<file path="src/sv/dfs_pkg.sv">
// ----------------------------------------------------------------------------
// dfs_pkg
// Constants, types and helpers shared by the depth-first path finder.
// ----------------------------------------------------------------------------
package dfs_pkg;

  // Graph size.
  localparam int NODES      = 16;
  localparam int MAX_DEGREE = 4;

  // Node fields on the ports are four bits wide, so no node above 15 exists.
  localparam int NODE_W     = 4;
  localparam int NODE_LIMIT = (NODES < (1 << NODE_W)) ? NODES : (1 << NODE_W);

  // Derived widths.
  localparam int NIDX_W      = (NODE_LIMIT > 1) ? $clog2(NODE_LIMIT) : 1;
  localparam int CNT_W       = $clog2(MAX_DEGREE + 1);
  localparam int DEP_W       = $clog2(NODE_LIMIT + 1);
  localparam int STORE_DEPTH = NODE_LIMIT * MAX_DEGREE;
  localparam int STORE_AW    = (STORE_DEPTH > 1) ? $clog2(STORE_DEPTH) : 1;

  // Request kinds carried in tuser.
  localparam logic REQ_ADD  = 1'b0;
  localparam logic REQ_FIND = 1'b1;

  // Edge-store result codes.
  localparam logic ST_OK   = 1'b0;
  localparam logic ST_FULL = 1'b1;

  typedef enum logic [3:0] {
    S_IDLE,
    S_ADD,
    S_FIND,
    S_CHECK,
    S_POP,
    S_EDGE,
    S_OUT_ISSUE,
    S_OUT_STACK,
    S_OUT_TOP,
    S_EMIT_TARGET,
    S_EMIT_SINGLE
  } state_t;

  // One saved level of the walk: the node and the next successor to try.
  typedef struct packed {
    logic [NIDX_W-1:0] node;
    logic [CNT_W-1:0]  next;
  } stack_entry_t;

  function automatic logic in_range(logic [NODE_W-1:0] node);
    in_range = ({1'b0, node} < (NODE_W + 1)'(NODE_LIMIT));
  endfunction

  function automatic logic [STORE_AW-1:0] store_addr(logic [NIDX_W-1:0] node,
                                                     logic [CNT_W-1:0] slot);
    store_addr = STORE_AW'(int'(node) * MAX_DEGREE + int'(slot));
  endfunction

endpackage

</file>
<file path="src/sv/dfs_path_finder.sv">
// ----------------------------------------------------------------------------
// dfs_path_finder
// Directed graph store with a depth-first path search over insertion-ordered
// successor lists, driven by a small sequencer around two block memories.
// ----------------------------------------------------------------------------
// A beat on the slave side either appends an edge (tuser 0) or asks for a
// path (tuser 1); tdata carries the source or start node in bits 3:0 and the
// destination or target node in bits 7:4. An edge beat gives one result beat
// on the master side, with tuser bit 1 set when the source list was full or
// a node was out of range. A search beat walks the graph one step at a time:
// each successor tried takes one read of the edge memory, each backtrack one
// read of the stack memory, and each node of the found path is then sent out
// in turn, waiting on any stall on the master side. The slave side is ready
// only while the sequencer is idle. Results leave through an output register,
// so the next request may be taken while the last result beat still waits.
// The edge and stack memories need no clearing after reset.
module dfs_path_finder
  import dfs_pkg::*;
(
  input  logic       clk,
  input  logic       rst,
  input  logic       s_tvalid,
  output logic       s_tready,
  input  logic [7:0] s_tdata,   // [3:0] from_node, [7:4] to_node
  input  logic [0:0] s_tuser,   // [0] req_type
  output logic       m_tvalid,
  input  logic       m_tready,
  output logic [7:0] m_tdata,   // [3:0] path_node, [7:4] zero
  output logic       m_tlast,
  output logic [1:0] m_tuser    // [0] found, [1] status
);

  state_t state, state_next;

  // Latched request.
  logic [NODE_W-1:0] node_a, node_b;

  // Walk registers: the top level lives in registers, lower levels in memory.
  logic [NIDX_W-1:0] top_node, top_node_next;
  logic [CNT_W-1:0]  top_next, top_next_next;
  logic [DEP_W-1:0]  depth, depth_next;
  logic [NIDX_W-1:0] out_idx, out_idx_next;
  logic              st_flag, st_flag_next;

  logic [NODE_LIMIT-1:0] visited;
  logic [CNT_W-1:0]      count [NODE_LIMIT];

  logic                  vis_clear, vis_set;
  logic [NIDX_W-1:0]     vis_idx;
  logic [NODE_LIMIT-1:0] vis_onehot;
  logic                  cnt_inc;

  // Edge memory.
  logic [NIDX_W-1:0]   nb_mem [STORE_DEPTH];
  logic [NIDX_W-1:0]   nb_rdata;
  logic                nb_we, nb_re;
  logic [STORE_AW-1:0] nb_waddr, nb_raddr;

  // Walk stack memory.
  stack_entry_t      stk_mem [NODE_LIMIT];
  stack_entry_t      stk_rdata, stk_wdata;
  logic              stk_we, stk_re;
  logic [NIDX_W-1:0] stk_waddr, stk_raddr;

  // Output register.
  logic              out_load;
  logic [NODE_W-1:0] out_node, out_node_next;
  logic              out_found, out_found_next;
  logic              out_last, out_last_next;
  logic              out_status, out_status_next;
  logic              slot_free;

  logic [NIDX_W-1:0] a_idx, b_idx;
  logic              req_ok;

  assign a_idx      = node_a[NIDX_W-1:0];
  assign b_idx      = node_b[NIDX_W-1:0];
  assign req_ok     = in_range(node_a) && in_range(node_b);
  assign slot_free  = !m_tvalid || m_tready;
  assign s_tready   = (state == S_IDLE) && !rst;
  assign vis_onehot = NODE_LIMIT'(1) << vis_idx;

  assign m_tdata = {{(8 - NODE_W){1'b0}}, out_node};
  assign m_tlast = out_last;
  assign m_tuser = {out_status, out_found};

  always_ff @(posedge clk) begin
    if (rst) begin
      state <= S_IDLE;
    end else begin
      state <= state_next;
    end
  end

  always_comb begin
    state_next      = state;
    top_node_next   = top_node;
    top_next_next   = top_next;
    depth_next      = depth;
    out_idx_next    = out_idx;
    st_flag_next    = st_flag;
    vis_clear       = 1'b0;
    vis_set         = 1'b0;
    vis_idx         = a_idx;
    cnt_inc         = 1'b0;
    nb_we           = 1'b0;
    nb_re           = 1'b0;
    nb_waddr        = store_addr(a_idx, count[a_idx]);
    nb_raddr        = store_addr(top_node, top_next);
    stk_we          = 1'b0;
    stk_re          = 1'b0;
    stk_waddr       = NIDX_W'(depth - 1'b1);
    stk_wdata       = '{node: top_node, next: top_next};
    stk_raddr       = out_idx;
    out_load        = 1'b0;
    out_node_next   = '0;
    out_found_next  = 1'b0;
    out_last_next   = 1'b0;
    out_status_next = ST_OK;

    unique case (state)
      S_IDLE: begin
        if (s_tvalid) begin
          state_next = (s_tuser[0] == REQ_FIND) ? S_FIND : S_ADD;
        end
      end

      S_ADD: begin
        if (req_ok && (count[a_idx] < CNT_W'(MAX_DEGREE))) begin
          nb_we        = 1'b1;
          cnt_inc      = 1'b1;
          st_flag_next = ST_OK;
        end else begin
          st_flag_next = ST_FULL;
        end
        state_next = S_EMIT_SINGLE;
      end

      S_FIND: begin
        vis_clear    = 1'b1;
        st_flag_next = ST_OK;
        if (!req_ok) begin
          state_next = S_EMIT_SINGLE;
        end else if (node_a == node_b) begin
          state_next = S_EMIT_TARGET;
        end else begin
          vis_set       = 1'b1;
          vis_idx       = a_idx;
          top_node_next = a_idx;
          top_next_next = '0;
          depth_next    = DEP_W'(1);
          state_next    = S_CHECK;
        end
      end

      S_CHECK: begin
        if (top_next >= count[top_node]) begin
          if (depth == DEP_W'(1)) begin
            st_flag_next = ST_OK;
            state_next   = S_EMIT_SINGLE;
          end else begin
            // Backtrack: the level below the top comes back from memory.
            depth_next = depth - 1'b1;
            stk_re     = 1'b1;
            stk_raddr  = NIDX_W'(depth - DEP_W'(2));
            state_next = S_POP;
          end
        end else begin
          nb_re         = 1'b1;
          top_next_next = top_next + 1'b1;
          state_next    = S_EDGE;
        end
      end

      S_POP: begin
        top_node_next = stk_rdata.node;
        top_next_next = stk_rdata.next;
        state_next    = S_CHECK;
      end

      S_EDGE: begin
        if (nb_rdata == b_idx) begin
          out_idx_next = '0;
          state_next   = S_OUT_ISSUE;
        end else if (!visited[nb_rdata]) begin
          vis_set       = 1'b1;
          vis_idx       = nb_rdata;
          stk_we        = 1'b1;
          top_node_next = nb_rdata;
          top_next_next = '0;
          depth_next    = depth + 1'b1;
          state_next    = S_CHECK;
        end else begin
          state_next = S_CHECK;
        end
      end

      S_OUT_ISSUE: begin
        if (DEP_W'(out_idx) == depth - 1'b1) begin
          state_next = S_OUT_TOP;
        end else begin
          stk_re     = 1'b1;
          state_next = S_OUT_STACK;
        end
      end

      S_OUT_STACK: begin
        if (slot_free) begin
          out_load       = 1'b1;
          out_node_next  = NODE_W'(stk_rdata.node);
          out_found_next = 1'b1;
          out_idx_next   = out_idx + 1'b1;
          state_next     = S_OUT_ISSUE;
        end
      end

      S_OUT_TOP: begin
        if (slot_free) begin
          out_load       = 1'b1;
          out_node_next  = NODE_W'(top_node);
          out_found_next = 1'b1;
          state_next     = S_EMIT_TARGET;
        end
      end

      S_EMIT_TARGET: begin
        if (slot_free) begin
          out_load       = 1'b1;
          out_node_next  = node_b;
          out_found_next = 1'b1;
          out_last_next  = 1'b1;
          state_next     = S_IDLE;
        end
      end

      S_EMIT_SINGLE: begin
        if (slot_free) begin
          out_load        = 1'b1;
          out_last_next   = 1'b1;
          out_status_next = st_flag;
          state_next      = S_IDLE;
        end
      end

      default: begin
        state_next = S_IDLE;
      end
    endcase
  end

  // Request latch and walk registers.
  always_ff @(posedge clk) begin
    if (state == S_IDLE && s_tvalid) begin
      node_a <= s_tdata[3:0];
      node_b <= s_tdata[7:4];
    end
    top_node <= top_node_next;
    top_next <= top_next_next;
    depth    <= depth_next;
    out_idx  <= out_idx_next;
    st_flag  <= st_flag_next;
  end

  // Visited marks and list lengths are cleared by reset. A search start
  // clears the marks and sets the start node's mark in the same cycle.
  always_ff @(posedge clk) begin
    if (rst) begin
      visited <= '0;
      for (int i = 0; i < NODE_LIMIT; i++) begin
        count[i] <= '0;
      end
    end else begin
      if (vis_clear || vis_set) begin
        visited <= (vis_clear ? '0 : visited) | (vis_set ? vis_onehot : '0);
      end
      if (cnt_inc) begin
        count[a_idx] <= count[a_idx] + 1'b1;
      end
    end
  end

  always_ff @(posedge clk) begin
    if (nb_we) begin
      nb_mem[nb_waddr] <= b_idx;
    end
    if (nb_re) begin
      nb_rdata <= nb_mem[nb_raddr];
    end
  end

  always_ff @(posedge clk) begin
    if (stk_we) begin
      stk_mem[stk_waddr] <= stk_wdata;
    end
    if (stk_re) begin
      stk_rdata <= stk_mem[stk_raddr];
    end
  end

  always_ff @(posedge clk) begin
    if (rst) begin
      m_tvalid <= 1'b0;
    end else if (out_load) begin
      m_tvalid <= 1'b1;
    end else if (m_tready) begin
      m_tvalid <= 1'b0;
    end
  end

  always_ff @(posedge clk) begin
    if (out_load) begin
      out_node   <= out_node_next;
      out_found  <= out_found_next;
      out_last   <= out_last_next;
      out_status <= out_status_next;
    end
  end

endmodule

</file>
<file path="config.mk">
export PLATFORM = sky130hd
export DESIGN_NAME = dfs_path_finder
export DESIGN_NICKNAME = d
export VERILOG_FILES = /design/src/sv/dfs_pkg.sv /design/src/sv/dfs_path_finder.sv
export SDC_FILE = /design/constraint.sdc
export NUM_CORES = 1
export LEC_CHECK = 0
export ABC_AREA = 0
export BUFFER_PORTS_ARGS = -buffer_cell sky130_fd_sc_hd__buf_2
export CORE_AREA = 4 4 212 214
export CTS_BUF_LIST = sky130_fd_sc_hd__clkbuf_8
export DETAILED_ROUTE_END_ITERATION = 7
export DIE_AREA = 0 0 216 218
export GPL_ROUTABILITY_DRIVEN = 1
export PLACE_DENSITY = 0.62
export SYNTH_ARGS = -nofsm -noshare
export SYNTH_HDL_FRONTEND = slang
export SYNTH_SLANG_ARGS = --single-unit
</file>
<file path="constraint.sdc">
create_clock -name clk -period 5.2 [get_ports clk]
set_input_delay 0.52 -clock clk [delete_from_list [all_inputs] [get_ports clk]]
set_output_delay 0.52 -clock clk [all_outputs]
set_load 0.02 [all_outputs]
</file>
==> impl_results.html, run 1 <==
<table>
<tr><th>Metric</th><th>Value</th></tr>
<tr><th colspan="2">Run status</th></tr>
<tr><td>Result of the run</td><td>complete, no violations</td></tr>
<tr><th colspan="2">Synthesis</th></tr>
<tr><td>Number of register bits inferred by synthesis</td><td>around 500</td></tr>
<tr><td>Post-synth design cell area</td><td>21300 um2</td></tr>
<tr><td>Most common flop cell mapped by yosys</td><td>sky130_fd_sc_hd__edfxtp_1</td></tr>
<tr><td>Cell types with the highest counts after synthesis</td><td>sky130_fd_sc_hd__edfxtp_1 (459), sky130_fd_sc_hd__nor2_1 (171), sky130_fd_sc_hd__mux4_2 (108)</td></tr>
<tr><td>Ys Warns</td><td>0</td></tr>
<tr><td>Per-instance average area after synthesis</td><td>16.1 um2</td></tr>
<tr><td>Syn Inst Count</td><td>about 1300</td></tr>
<tr><td>Post-synth ARST share</td><td>0</td></tr>
<tr><td>Most area-hungry cell type in the Yosys netlist</td><td>sky130_fd_sc_hd__edfxtp_1</td></tr>
<tr><td>Most frequent cell after synthesis</td><td>sky130_fd_sc_hd__edfxtp_1</td></tr>
<tr><td>EDFF count, synth</td><td>between 400 and 500</td></tr>
<tr><td>Post-synth cell types</td><td>66</td></tr>
<tr><td>Most area-consuming cells after synthesis</td><td>sky130_fd_sc_hd__edfxtp_1 (65%), sky130_fd_sc_hd__mux4_2 (11%), sky130_fd_sc_hd__nor2_1 (3.0%)</td></tr>
<tr><td>Area share of the largest cell type after synthesis</td><td>0.649</td></tr>
<tr><td>Sequential element share of the synthesized area</td><td>0.676</td></tr>
<tr><th colspan="2">Setup path</th></tr>
<tr><td>RR Endpoint</td><td>stk_rdata[3]$_DFFE_PP_</td></tr>
<tr><td>Endpoint type of the worst setup path</td><td>register</td></tr>
<tr><td>Cell count of the worst reg-to-reg path</td><td>11</td></tr>
<tr><td>Crit path max-delay cell type</td><td>sky130_fd_sc_hd__dfxtp_1</td></tr>
<tr><td>Critical path peak fanout</td><td>22</td></tr>
<tr><td>Crit path launch type</td><td>register</td></tr>
<tr><td>Crit path cell chain</td><td>mux4_2, mux4_2, inv_1, ha_1, a21oi_1, o21a_1, nor2_1, o21a_1, nor2_1, a32oi_1, a211o_1</td></tr>
<tr><td>Type of the worst setup path</td><td>register to register</td></tr>
<tr><td>Number of buffers and inverters on the critical path</td><td>1</td></tr>
<tr><td>Worst path max stage delay</td><td>roughly 800 ps</td></tr>
<tr><td>Data arrival, critical path</td><td>between 5000 and 6000 ps</td></tr>
<tr><td>Worst reg-to-reg setup slack</td><td>580 ps</td></tr>
<tr><td>Cell class contributing the biggest share of worst-path delay</td><td>compound AO/OA/AOI/OAI gates</td></tr>
<tr><td>CP required</td><td>~5600 ps</td></tr>
<tr><th colspan="2">Floorplanning</th></tr>
<tr><td>Die footprint</td><td>47100 um2</td></tr>
<tr><td>Top-Level Pins</td><td>26</td></tr>
<tr><td>Die W</td><td>216 um</td></tr>
<tr><td>Die height</td><td>218 um</td></tr>
<tr><td>Placeable core area</td><td>around 43000 um2</td></tr>
<tr><td>Initial cell density of the core</td><td>0.496</td></tr>
<tr><td>Std-Cell Rows</td><td>76</td></tr>
<tr><th colspan="2">Detailed routing</th></tr>
<tr><td>Mean number of vias per cell</td><td>6.01</td></tr>
<tr><td>Via count</td><td>12200</td></tr>
<tr><td>Post-detailed-route DRC marker count</td><td>0</td></tr>
<tr><td>Total detailed-routing wirelength</td><td>about 49000 um</td></tr>
<tr><td>Drt initial violations</td><td>between 1000 and 1500</td></tr>
<tr><td>Number of iterations in the first detailed-routing pass</td><td>6</td></tr>
<tr><td>Residual antenna-violating net count after detailed routing</td><td>0</td></tr>
<tr><td>Routed length per placed instance</td><td>roughly 24 um</td></tr>
<tr><th colspan="2">Global routing</th></tr>
<tr><td>GRT Util Overall</td><td>0.211</td></tr>
<tr><td>Number of global-route vias before repair</td><td>about 12000</td></tr>
<tr><td>Aggregate global routing overflow</td><td>0</td></tr>
<tr><td>Pin count of the biggest net entering global routing</td><td>67</td></tr>
<tr><td>Initial antenna violation count</td><td>1</td></tr>
<tr><td>Wire length of the first global-routing pass</td><td>approximately 76000 um</td></tr>
<tr><th colspan="2">Final layout</th></tr>
<tr><td>Count of nets after finishing</td><td>approximately 1400</td></tr>
<tr><td>Antenna Cells</td><td>0</td></tr>
<tr><td>Final-layout fill cell count</td><td>roughly 3500</td></tr>
<tr><td>Layout cells sized above 1</td><td>0.199</td></tr>
<tr><td>Area Growth Syn to Fin</td><td>10.2%</td></tr>
<tr><th colspan="2">Placement</th></tr>
<tr><td>Final weighted congestion in routability-driven placement</td><td>~0.86</td></tr>
<tr><td>Final HPWL DP</td><td>31600 um</td></tr>
<tr><td>Worst slack, placed</td><td>approximately 630 ps</td></tr>
<tr><td>Number of buffer cells added on primary ports</td><td>21</td></tr>
<tr><th colspan="2">Flow run</th></tr>
<tr><td>Number of max-cap violations</td><td>0</td></tr>
<tr><th colspan="2">STA</th></tr>
<tr><td>Part of the cycle the worst path needs</td><td>0.888</td></tr>
<tr><td>Peak clock frequency supported by timing</td><td>217 MHz</td></tr>
<tr><td>Setup skew after layout</td><td>around 30 ps</td></tr>
<tr><td>Number of endpoints with negative hold slack in the final report</td><td>0</td></tr>
<tr><td>Smallest setup slack after layout</td><td>between 500 and 600 ps</td></tr>
<tr><td>Relative slew slack</td><td>0.266</td></tr>
<tr><td>Total setup violations reported at the end of the flow</td><td>0</td></tr>
<tr><td>Max-slew violation total from the final report</td><td>0</td></tr>
<tr><td>Period minus WS final</td><td>between 4000 and 5000 ps</td></tr>
<tr><td>Total Negative Setup Slacks</td><td>0 ps</td></tr>
<tr><td>Final worst hold slack</td><td>between 50 and 60 ps</td></tr>
<tr><td>RSZ-0062 raised after global routing</td><td>false</td></tr>
<tr><td>Worst-Margin Slew</td><td>~1100 ps</td></tr>
<tr><th colspan="2">Power and ir drop</th></tr>
<tr><td>Total leakage power</td><td>around 7.6 nW</td></tr>
<tr><td>Peak ir drop on the vdd network</td><td>between 0.2 and 0.3 mV</td></tr>
<tr><td>Total power per unit cell area</td><td>494 nW/um2</td></tr>
<tr><td>Total design power</td><td>about 0.012 W</td></tr>
<tr><th colspan="2">Clock tree</th></tr>
<tr><td>Number of buffers inserted by hold repair at cts</td><td>3</td></tr>
<tr><td>Setup fix buffers added after clock tree synthesis</td><td>0</td></tr>
<tr><td>TritonCTS clock tree</td><td>yes</td></tr>
<tr><td>Depth of the CTS H-tree</td><td>3</td></tr>
<tr><td>Reg clk slew, reported paths</td><td>roughly 60 ps</td></tr>
<tr><td>CTS-repair resized insts</td><td>0</td></tr>
<tr><td>TritonCTS Buffers</td><td>80</td></tr>
<tr><td>Root buffer selected by CTS</td><td>sky130_fd_sc_hd__clkbuf_8</td></tr>
<tr><td>Max clock buf depth</td><td>3</td></tr>
<tr><td>Worst skew pair latency</td><td>660 ps</td></tr>
<tr><td>Number of clock sinks</td><td>488</td></tr>
<tr><th colspan="2">Worst hold path</th></tr>
<tr><td>Number of cells traversed by the worst hold path</td><td>1</td></tr>
<tr><td>Hold Path End</td><td>b_idx[3]$_DFFE_PP_</td></tr>
<tr><td>Worst Hold Launch</td><td>s_tdata[7]</td></tr>
<tr><td>Worst min path class</td><td>input port to register</td></tr>
</table>
stage by stage:
stage	area, um2	cells	utilization
final	23400	2024	0.546
after global routing	23400	2024	0.546
after CTS	23400	2024	0.546
after detailed placement	21900	1877	0.510
after global placement	21900	1877	0.510
after floorplan	21300	1327	-
cells in the final DEF (no fill, tap or decap), types with 8 or more instances in the layout:
cell                        instances
sky130_fd_sc_hd__a2111oi_0          9
sky130_fd_sc_hd__a211oi_1          32
sky130_fd_sc_hd__a21oi_1           29
sky130_fd_sc_hd__a22oi_1           20
sky130_fd_sc_hd__a32oi_1            9
sky130_fd_sc_hd__and3_1            23
sky130_fd_sc_hd__buf_2             21
sky130_fd_sc_hd__buf_4             24
sky130_fd_sc_hd__clkbuf_8          81
sky130_fd_sc_hd__clkinv_1          18
sky130_fd_sc_hd__clkinv_2          17
sky130_fd_sc_hd__dfxtp_1           29
sky130_fd_sc_hd__edfxtp_1         459
sky130_fd_sc_hd__ha_1              20
sky130_fd_sc_hd__inv_1             28
sky130_fd_sc_hd__mux2_2             8
sky130_fd_sc_hd__mux2i_1            9
sky130_fd_sc_hd__mux4_1            11
sky130_fd_sc_hd__mux4_2           108
sky130_fd_sc_hd__nand2_1           94
sky130_fd_sc_hd__nand2b_1          14
sky130_fd_sc_hd__nand3_1           17
sky130_fd_sc_hd__nor2_1           171
sky130_fd_sc_hd__nor2b_1            9
sky130_fd_sc_hd__nor3_1            12
sky130_fd_sc_hd__o21ai_0            9
sky130_fd_sc_hd__o21bai_1          16
sky130_fd_sc_hd__o22ai_1           15
sky130_fd_sc_hd__xor2_1            20
cells by family after synthesis:
group	after synthesis	share of synthesized area
AOI/OAI and AO/OA	188	0.0643
xor gates and xnor gates	25	0.0103
DFF	488	0.676
and+or+nand+nor	374	0.0803
muxes	136	0.137
buffers and inverters	91	0.0202
other	1	0.000176
adders and majority gates	21	0.0122
how the worst max path moves through the flow:
stage	to	slack (ps)	cells past startpoint
floorplan	stk_rdata[4]$_DFFE_PP_	1010	12
global placement	stk_rdata[5]$_DFFE_PP_	730	12
detailed placement	stk_rdata[3]$_DFFE_PP_	630	12
CTS	stk_rdata[3]$_DFFE_PP_	630	12
global route	stk_rdata[3]$_DFFE_PP_	340	11
finish	stk_rdata[3]$_DFFE_PP_	580	11
per-layer routing:
layer	vias up	wire, um	part of all wire	GRT usage
met5	-	13	0.00027	0
met4	2	1190	0.024	0.0710
met3	90	4000	0.082	0.0453
met2	542	22900	0.47	0.327
met1	6168	20900	0.43	0.300
li1	5368	-	-	-
flip-flops by register name (all words and copies together), names as in the netlist, named ones only:
| signal | count |
|---|---|
| a_idx | 4 |
| b_idx | 4 |
| count | 48 |
| depth | 5 |
| m_tlast | 1 |
| m_tvalid | 1 |
| nb_mem | 256 |
| nb_rdata | 4 |
| out_found | 1 |
| out_idx | 4 |
| out_node | 4 |
| out_status | 1 |
| st_flag | 1 |
| state | 4 |
| stk_mem | 112 |
| stk_rdata | 7 |
| top_next | 3 |
| top_node | 4 |
| visited | 16 |
where the power goes:
part           total (W)  internal (W)  switching (W)
clock            0.00315       0.00162        0.00153
combinational    0.00330       0.00129        0.00201
sequential       0.00511       0.00477       0.000341
area by class of cell:
type	instances	area, um2	share of cell area
Multi-Input combinational cell	748	6470	0.276
Sequential cell	488	14400	0.614
Tap cell	585	732	0.0313
Clock inverter	63	373	0.0159
Clock buffer	81	1110	0.0476
Timing Repair Buffer	48	315	0.0135
Inverter	11	41.3	0.00176
Note: power is estimated with default switching activity, not from simulation.
==> inputs of run 2 (changes only) <==
BUFFER_PORTS_ARGS = -buffer_cell sky130_fd_sc_hd__buf_4   (was -buffer_cell sky130_fd_sc_hd__buf_2)
MAX_ROUTING_LAYER = met4   (was default)
==> run 2 against run 1 <==
- count of clock-buffer cells in the layout rose by 2
- register-to-register slack improved by 50 ps
- hold slack improved by 230 ps
- critical path type unchanged
- highest routed layer is now met4
==> impl_results.html, run 2 (synthesized netlist as in run 1, its figures left out) <==
<table>
<tr><th>Metric</th><th>Value</th></tr>
<tr><th colspan="2">Run status</th></tr>
<tr><td>Result of the run</td><td>complete, no violations (unchanged)</td></tr>
<tr><th colspan="2">Final layout</th></tr>
<tr><td>Area Growth Syn to Fin</td><td>10.6% (was 10.2%)</td></tr>
<tr><td>Post-route core utilization</td><td>0.548 (was 0.546)</td></tr>
<tr><td>Top reg by flops</td><td>nb_mem (unchanged)</td></tr>
<tr><td>Most common cell after layout, fill and taps aside</td><td>sky130_fd_sc_hd__edfxtp_1 (unchanged)</td></tr>
<tr><td>Flip-flop count of the largest register, all copies and words added</td><td>256 (unchanged)</td></tr>
<tr><td>Area of the multi-input gates</td><td>6470 um2 (unchanged)</td></tr>
<tr><td>Biggest regs</td><td>nb_mem: 256 flops, stk_mem: 112 flops, count: 48 flops (unchanged)</td></tr>
<tr><td>Count of nets after finishing</td><td>1415 (was 1410)</td></tr>
<tr><td>Final-layout fill cell count</td><td>3419 (was 3465)</td></tr>
<tr><td>Combined flip-flop and latch cell area</td><td>14400 um2 (unchanged)</td></tr>
<tr><td>Layout cells sized above 1</td><td>0.195 (was 0.199)</td></tr>
<tr><td>Commonest non-fill, non-tap cells in the layout</td><td>sky130_fd_sc_hd__edfxtp_1 (459), sky130_fd_sc_hd__nor2_1 (171), sky130_fd_sc_hd__mux4_2 (108) (unchanged)</td></tr>
<tr><th colspan="2">STA</th></tr>
<tr><td>Total setup violations reported at the end of the flow</td><td>0 (unchanged)</td></tr>
<tr><td>Setup skew after layout</td><td>44.9 ps (was 30.3 ps)</td></tr>
<tr><td>Total Negative Setup Slacks</td><td>0 ps (unchanged)</td></tr>
<tr><td>Number of endpoints with negative hold slack in the final report</td><td>0 (unchanged)</td></tr>
<tr><td>Worst-Margin Slew</td><td>1120 ps (was 1090 ps)</td></tr>
<tr><td>Period minus WS final</td><td>4570 ps (was 4620 ps)</td></tr>
<tr><td>Part of the cycle the worst path needs</td><td>0.879 (was 0.888)</td></tr>
<tr><td>Peak clock frequency supported by timing</td><td>219 MHz (was 217 MHz)</td></tr>
<tr><td>Max-slew violation total from the final report</td><td>0 (unchanged)</td></tr>
<tr><td>RSZ-0062 raised after global routing</td><td>false (unchanged)</td></tr>
<tr><td>Relative slew slack</td><td>0.254 (was 0.266)</td></tr>
<tr><th colspan="2">Detailed routing</th></tr>
<tr><td>Total detailed-routing wirelength</td><td>48800 um (was 49000 um)</td></tr>
<tr><td>Number of iterations in the first detailed-routing pass</td><td>6 (unchanged)</td></tr>
<tr><td>Drt initial violations</td><td>1032 (was 1302)</td></tr>
<tr><td>Mean number of vias per cell</td><td>6.02 (was 6.01)</td></tr>
<tr><td>Post-detailed-route DRC marker count</td><td>0 (unchanged)</td></tr>
<tr><td>Via count</td><td>12200 (about the same)</td></tr>
<tr><td>Residual antenna-violating net count after detailed routing</td><td>0 (unchanged)</td></tr>
<tr><td>Routed length per placed instance</td><td>24.1 um (was 24.2 um)</td></tr>
<tr><th colspan="2">Power and ir drop</th></tr>
<tr><td>Total power per unit cell area</td><td>490 nW/um2 (was 494 nW/um2)</td></tr>
<tr><td>Total leakage power</td><td>7.70 nW (was 7.65 nW)</td></tr>
<tr><td>Peak ir drop on the vdd network</td><td>0.269 mV (was 0.277 mV)</td></tr>
<tr><td>Total design power</td><td>0.0115 W (was 0.0116 W)</td></tr>
<tr><th colspan="2">Clock tree</th></tr>
<tr><td>TritonCTS Buffers</td><td>81 (was 80)</td></tr>
<tr><td>Max clock buf depth</td><td>3 (unchanged)</td></tr>
<tr><td>CTS-repair resized insts</td><td>0 (unchanged)</td></tr>
<tr><td>Root buffer selected by CTS</td><td>sky130_fd_sc_hd__clkbuf_8 (unchanged)</td></tr>
<tr><td>Depth of the CTS H-tree</td><td>3 (unchanged)</td></tr>
<tr><td>Number of clock sinks</td><td>488 (unchanged)</td></tr>
<tr><td>Reg clk slew, reported paths</td><td>60 ps (about the same)</td></tr>
<tr><td>Worst skew pair latency</td><td>660 ps (about the same)</td></tr>
<tr><td>TritonCTS clock tree</td><td>yes (unchanged)</td></tr>
<tr><th colspan="2">Setup path</th></tr>
<tr><td>Type of the worst setup path</td><td>register to register (unchanged)</td></tr>
<tr><td>Endpoint type of the worst setup path</td><td>register (unchanged)</td></tr>
<tr><td>CP required</td><td>5600 ps (was 5610 ps)</td></tr>
<tr><td>Crit path launch type</td><td>register (unchanged)</td></tr>
<tr><td>Data arrival, critical path</td><td>4970 ps (was 5020 ps)</td></tr>
<tr><td>Critical path peak fanout</td><td>24 (was 22)</td></tr>
<tr><th colspan="2">Placement</th></tr>
<tr><td>Number of buffer cells added on primary ports</td><td>21 (unchanged)</td></tr>
<tr><td>Final HPWL DP</td><td>31400 um (was 31600 um)</td></tr>
<tr><td>Final weighted congestion in routability-driven placement</td><td>0.906 (was 0.857)</td></tr>
<tr><th colspan="2">Global routing</th></tr>
<tr><td>Wire length of the first global-routing pass</td><td>75500 um (about the same)</td></tr>
<tr><td>Number of global-route vias before repair</td><td>12300 (was 12200)</td></tr>
<tr><td>Pin count of the biggest net entering global routing</td><td>82 (was 67)</td></tr>
<tr><td>Aggregate global routing overflow</td><td>0 (unchanged)</td></tr>
<tr><td>GRT Util Overall</td><td>0.217 (was 0.211)</td></tr>
<tr><td>Initial antenna violation count</td><td>0 (was 1)</td></tr>
<tr><th colspan="2">Floorplanning</th></tr>
<tr><td>Top-Level Pins</td><td>26 (unchanged)</td></tr>
<tr><td>Placeable core area</td><td>42900 um2 (unchanged)</td></tr>
<tr><td>Initial cell density of the core</td><td>0.496 (unchanged)</td></tr>
<tr><td>Die W</td><td>216 um (unchanged)</td></tr>
<tr><td>Std-Cell Rows</td><td>76 (unchanged)</td></tr>
<tr><td>Die footprint</td><td>47100 um2 (unchanged)</td></tr>
<tr><td>Die height</td><td>218 um (unchanged)</td></tr>
<tr><th colspan="2">Worst hold path</th></tr>
<tr><td>Worst min path class</td><td>input port to register (unchanged)</td></tr>
<tr><td>Worst Hold Launch</td><td>s_tvalid (was s_tdata[7])</td></tr>
<tr><th colspan="2">Flow run</th></tr>
<tr><td>Number of max-cap violations</td><td>0 (unchanged)</td></tr>
</table>
run 2: changes by cell type in the layout (fill, tap and decap cells not counted):
cell,change
sky130_fd_sc_hd__diode_2,+1
sky130_fd_sc_hd__clkinv_1,-2
sky130_fd_sc_hd__clkinvlp_4,-3
sky130_fd_sc_hd__inv_6,+1
sky130_fd_sc_hd__clkbuf_8,+2
sky130_fd_sc_hd__clkinv_2,-4
sky130_fd_sc_hd__buf_12,+1
sky130_fd_sc_hd__buf_4,+19
sky130_fd_sc_hd__inv_1,+5
sky130_fd_sc_hd__buf_2,-21
sky130_fd_sc_hd__dlygate4sd3_1,+5
sky130_fd_sc_hd__bufinv_16,-1
run 2: worst paths after layout:
path,end,slack [ps],cells past startpoint
worst max-delay path,stk_rdata[6]$_DFFE_PP_,630,13
worst min-delay path,state[3]$_SDFFE_PP0P_,280,5
worst max register to register,stk_rdata[6]$_DFFE_PP_,630,13
worst min register to register,visited[9]$_SDFFE_PP0P_,570,2
run 2: stage by stage:
stage / std cells / hold WS [ps] / area [um2] / worst slack [ps]
floorplan: 1327 / 515 / 21300 / 1010
global placement: 1876 / 535 / 21900 / 784
detailed placement: 1876 / 555 / 21900 / 679
CTS: 2026 / 232 / 23500 / 657
global route: 2026 / 284 / 23500 / 334
finish: 2027 / 282 / 23500 / 628
run 2: timing repair:
item	in CTS	in global routing
endpoints found under the hold margin	8	0
setup buffers	0	0
hold buffers	8	0
endpoints found under the setup margin	0	0
run 2: critical path, cell delays in order (launching register included):
cell	delay, ps
sky130_fd_sc_hd__dfxtp_1	740
sky130_fd_sc_hd__buf_4	240
sky130_fd_sc_hd__mux4_2	480
sky130_fd_sc_hd__mux4_2	480
sky130_fd_sc_hd__inv_1	80
sky130_fd_sc_hd__ha_1	230
sky130_fd_sc_hd__nand2_1	90
sky130_fd_sc_hd__o21ai_1	100
sky130_fd_sc_hd__buf_4	190
sky130_fd_sc_hd__nand3_1	110
sky130_fd_sc_hd__nand2_1	440
sky130_fd_sc_hd__a2111oi_0	680
sky130_fd_sc_hd__a311oi_1	110
sky130_fd_sc_hd__a211o_1	310
run 2: layer usage:
metal / up-vias / GRT usage / part of all wire
met2: 537 / 0.325 / 0.47
met5: - / - / 0
met1: 6165 / 0.303 / 0.43
li1: 5390 / - / -
met3: 111 / 0.0493 / 0.075
met4: 0 / 0.0634 / 0.027
run 2: area by class of cell:
type | count | area share
antenna | 1 | 0.000107
clock buffer | 83 | 0.0486
clock inverter | 59 | 0.0136
inverter | 11 | 0.00176
multi-input combinational | 748 | 0.275
sequential | 488 | 0.611
tap | 585 | 0.0312
timing repair buffer | 52 | 0.0180
run 2: report_power, final:
part	leakage, nW	internal, W	total (W)	switching, W
Clock	0.838	0.00159	0.00312	0.00153
Combinational	2.43	0.00132	0.00329	0.00197
Sequential	4.43	0.00477	0.00511	0.000341
Total	7.70	0.00768	0.0115	0.00384
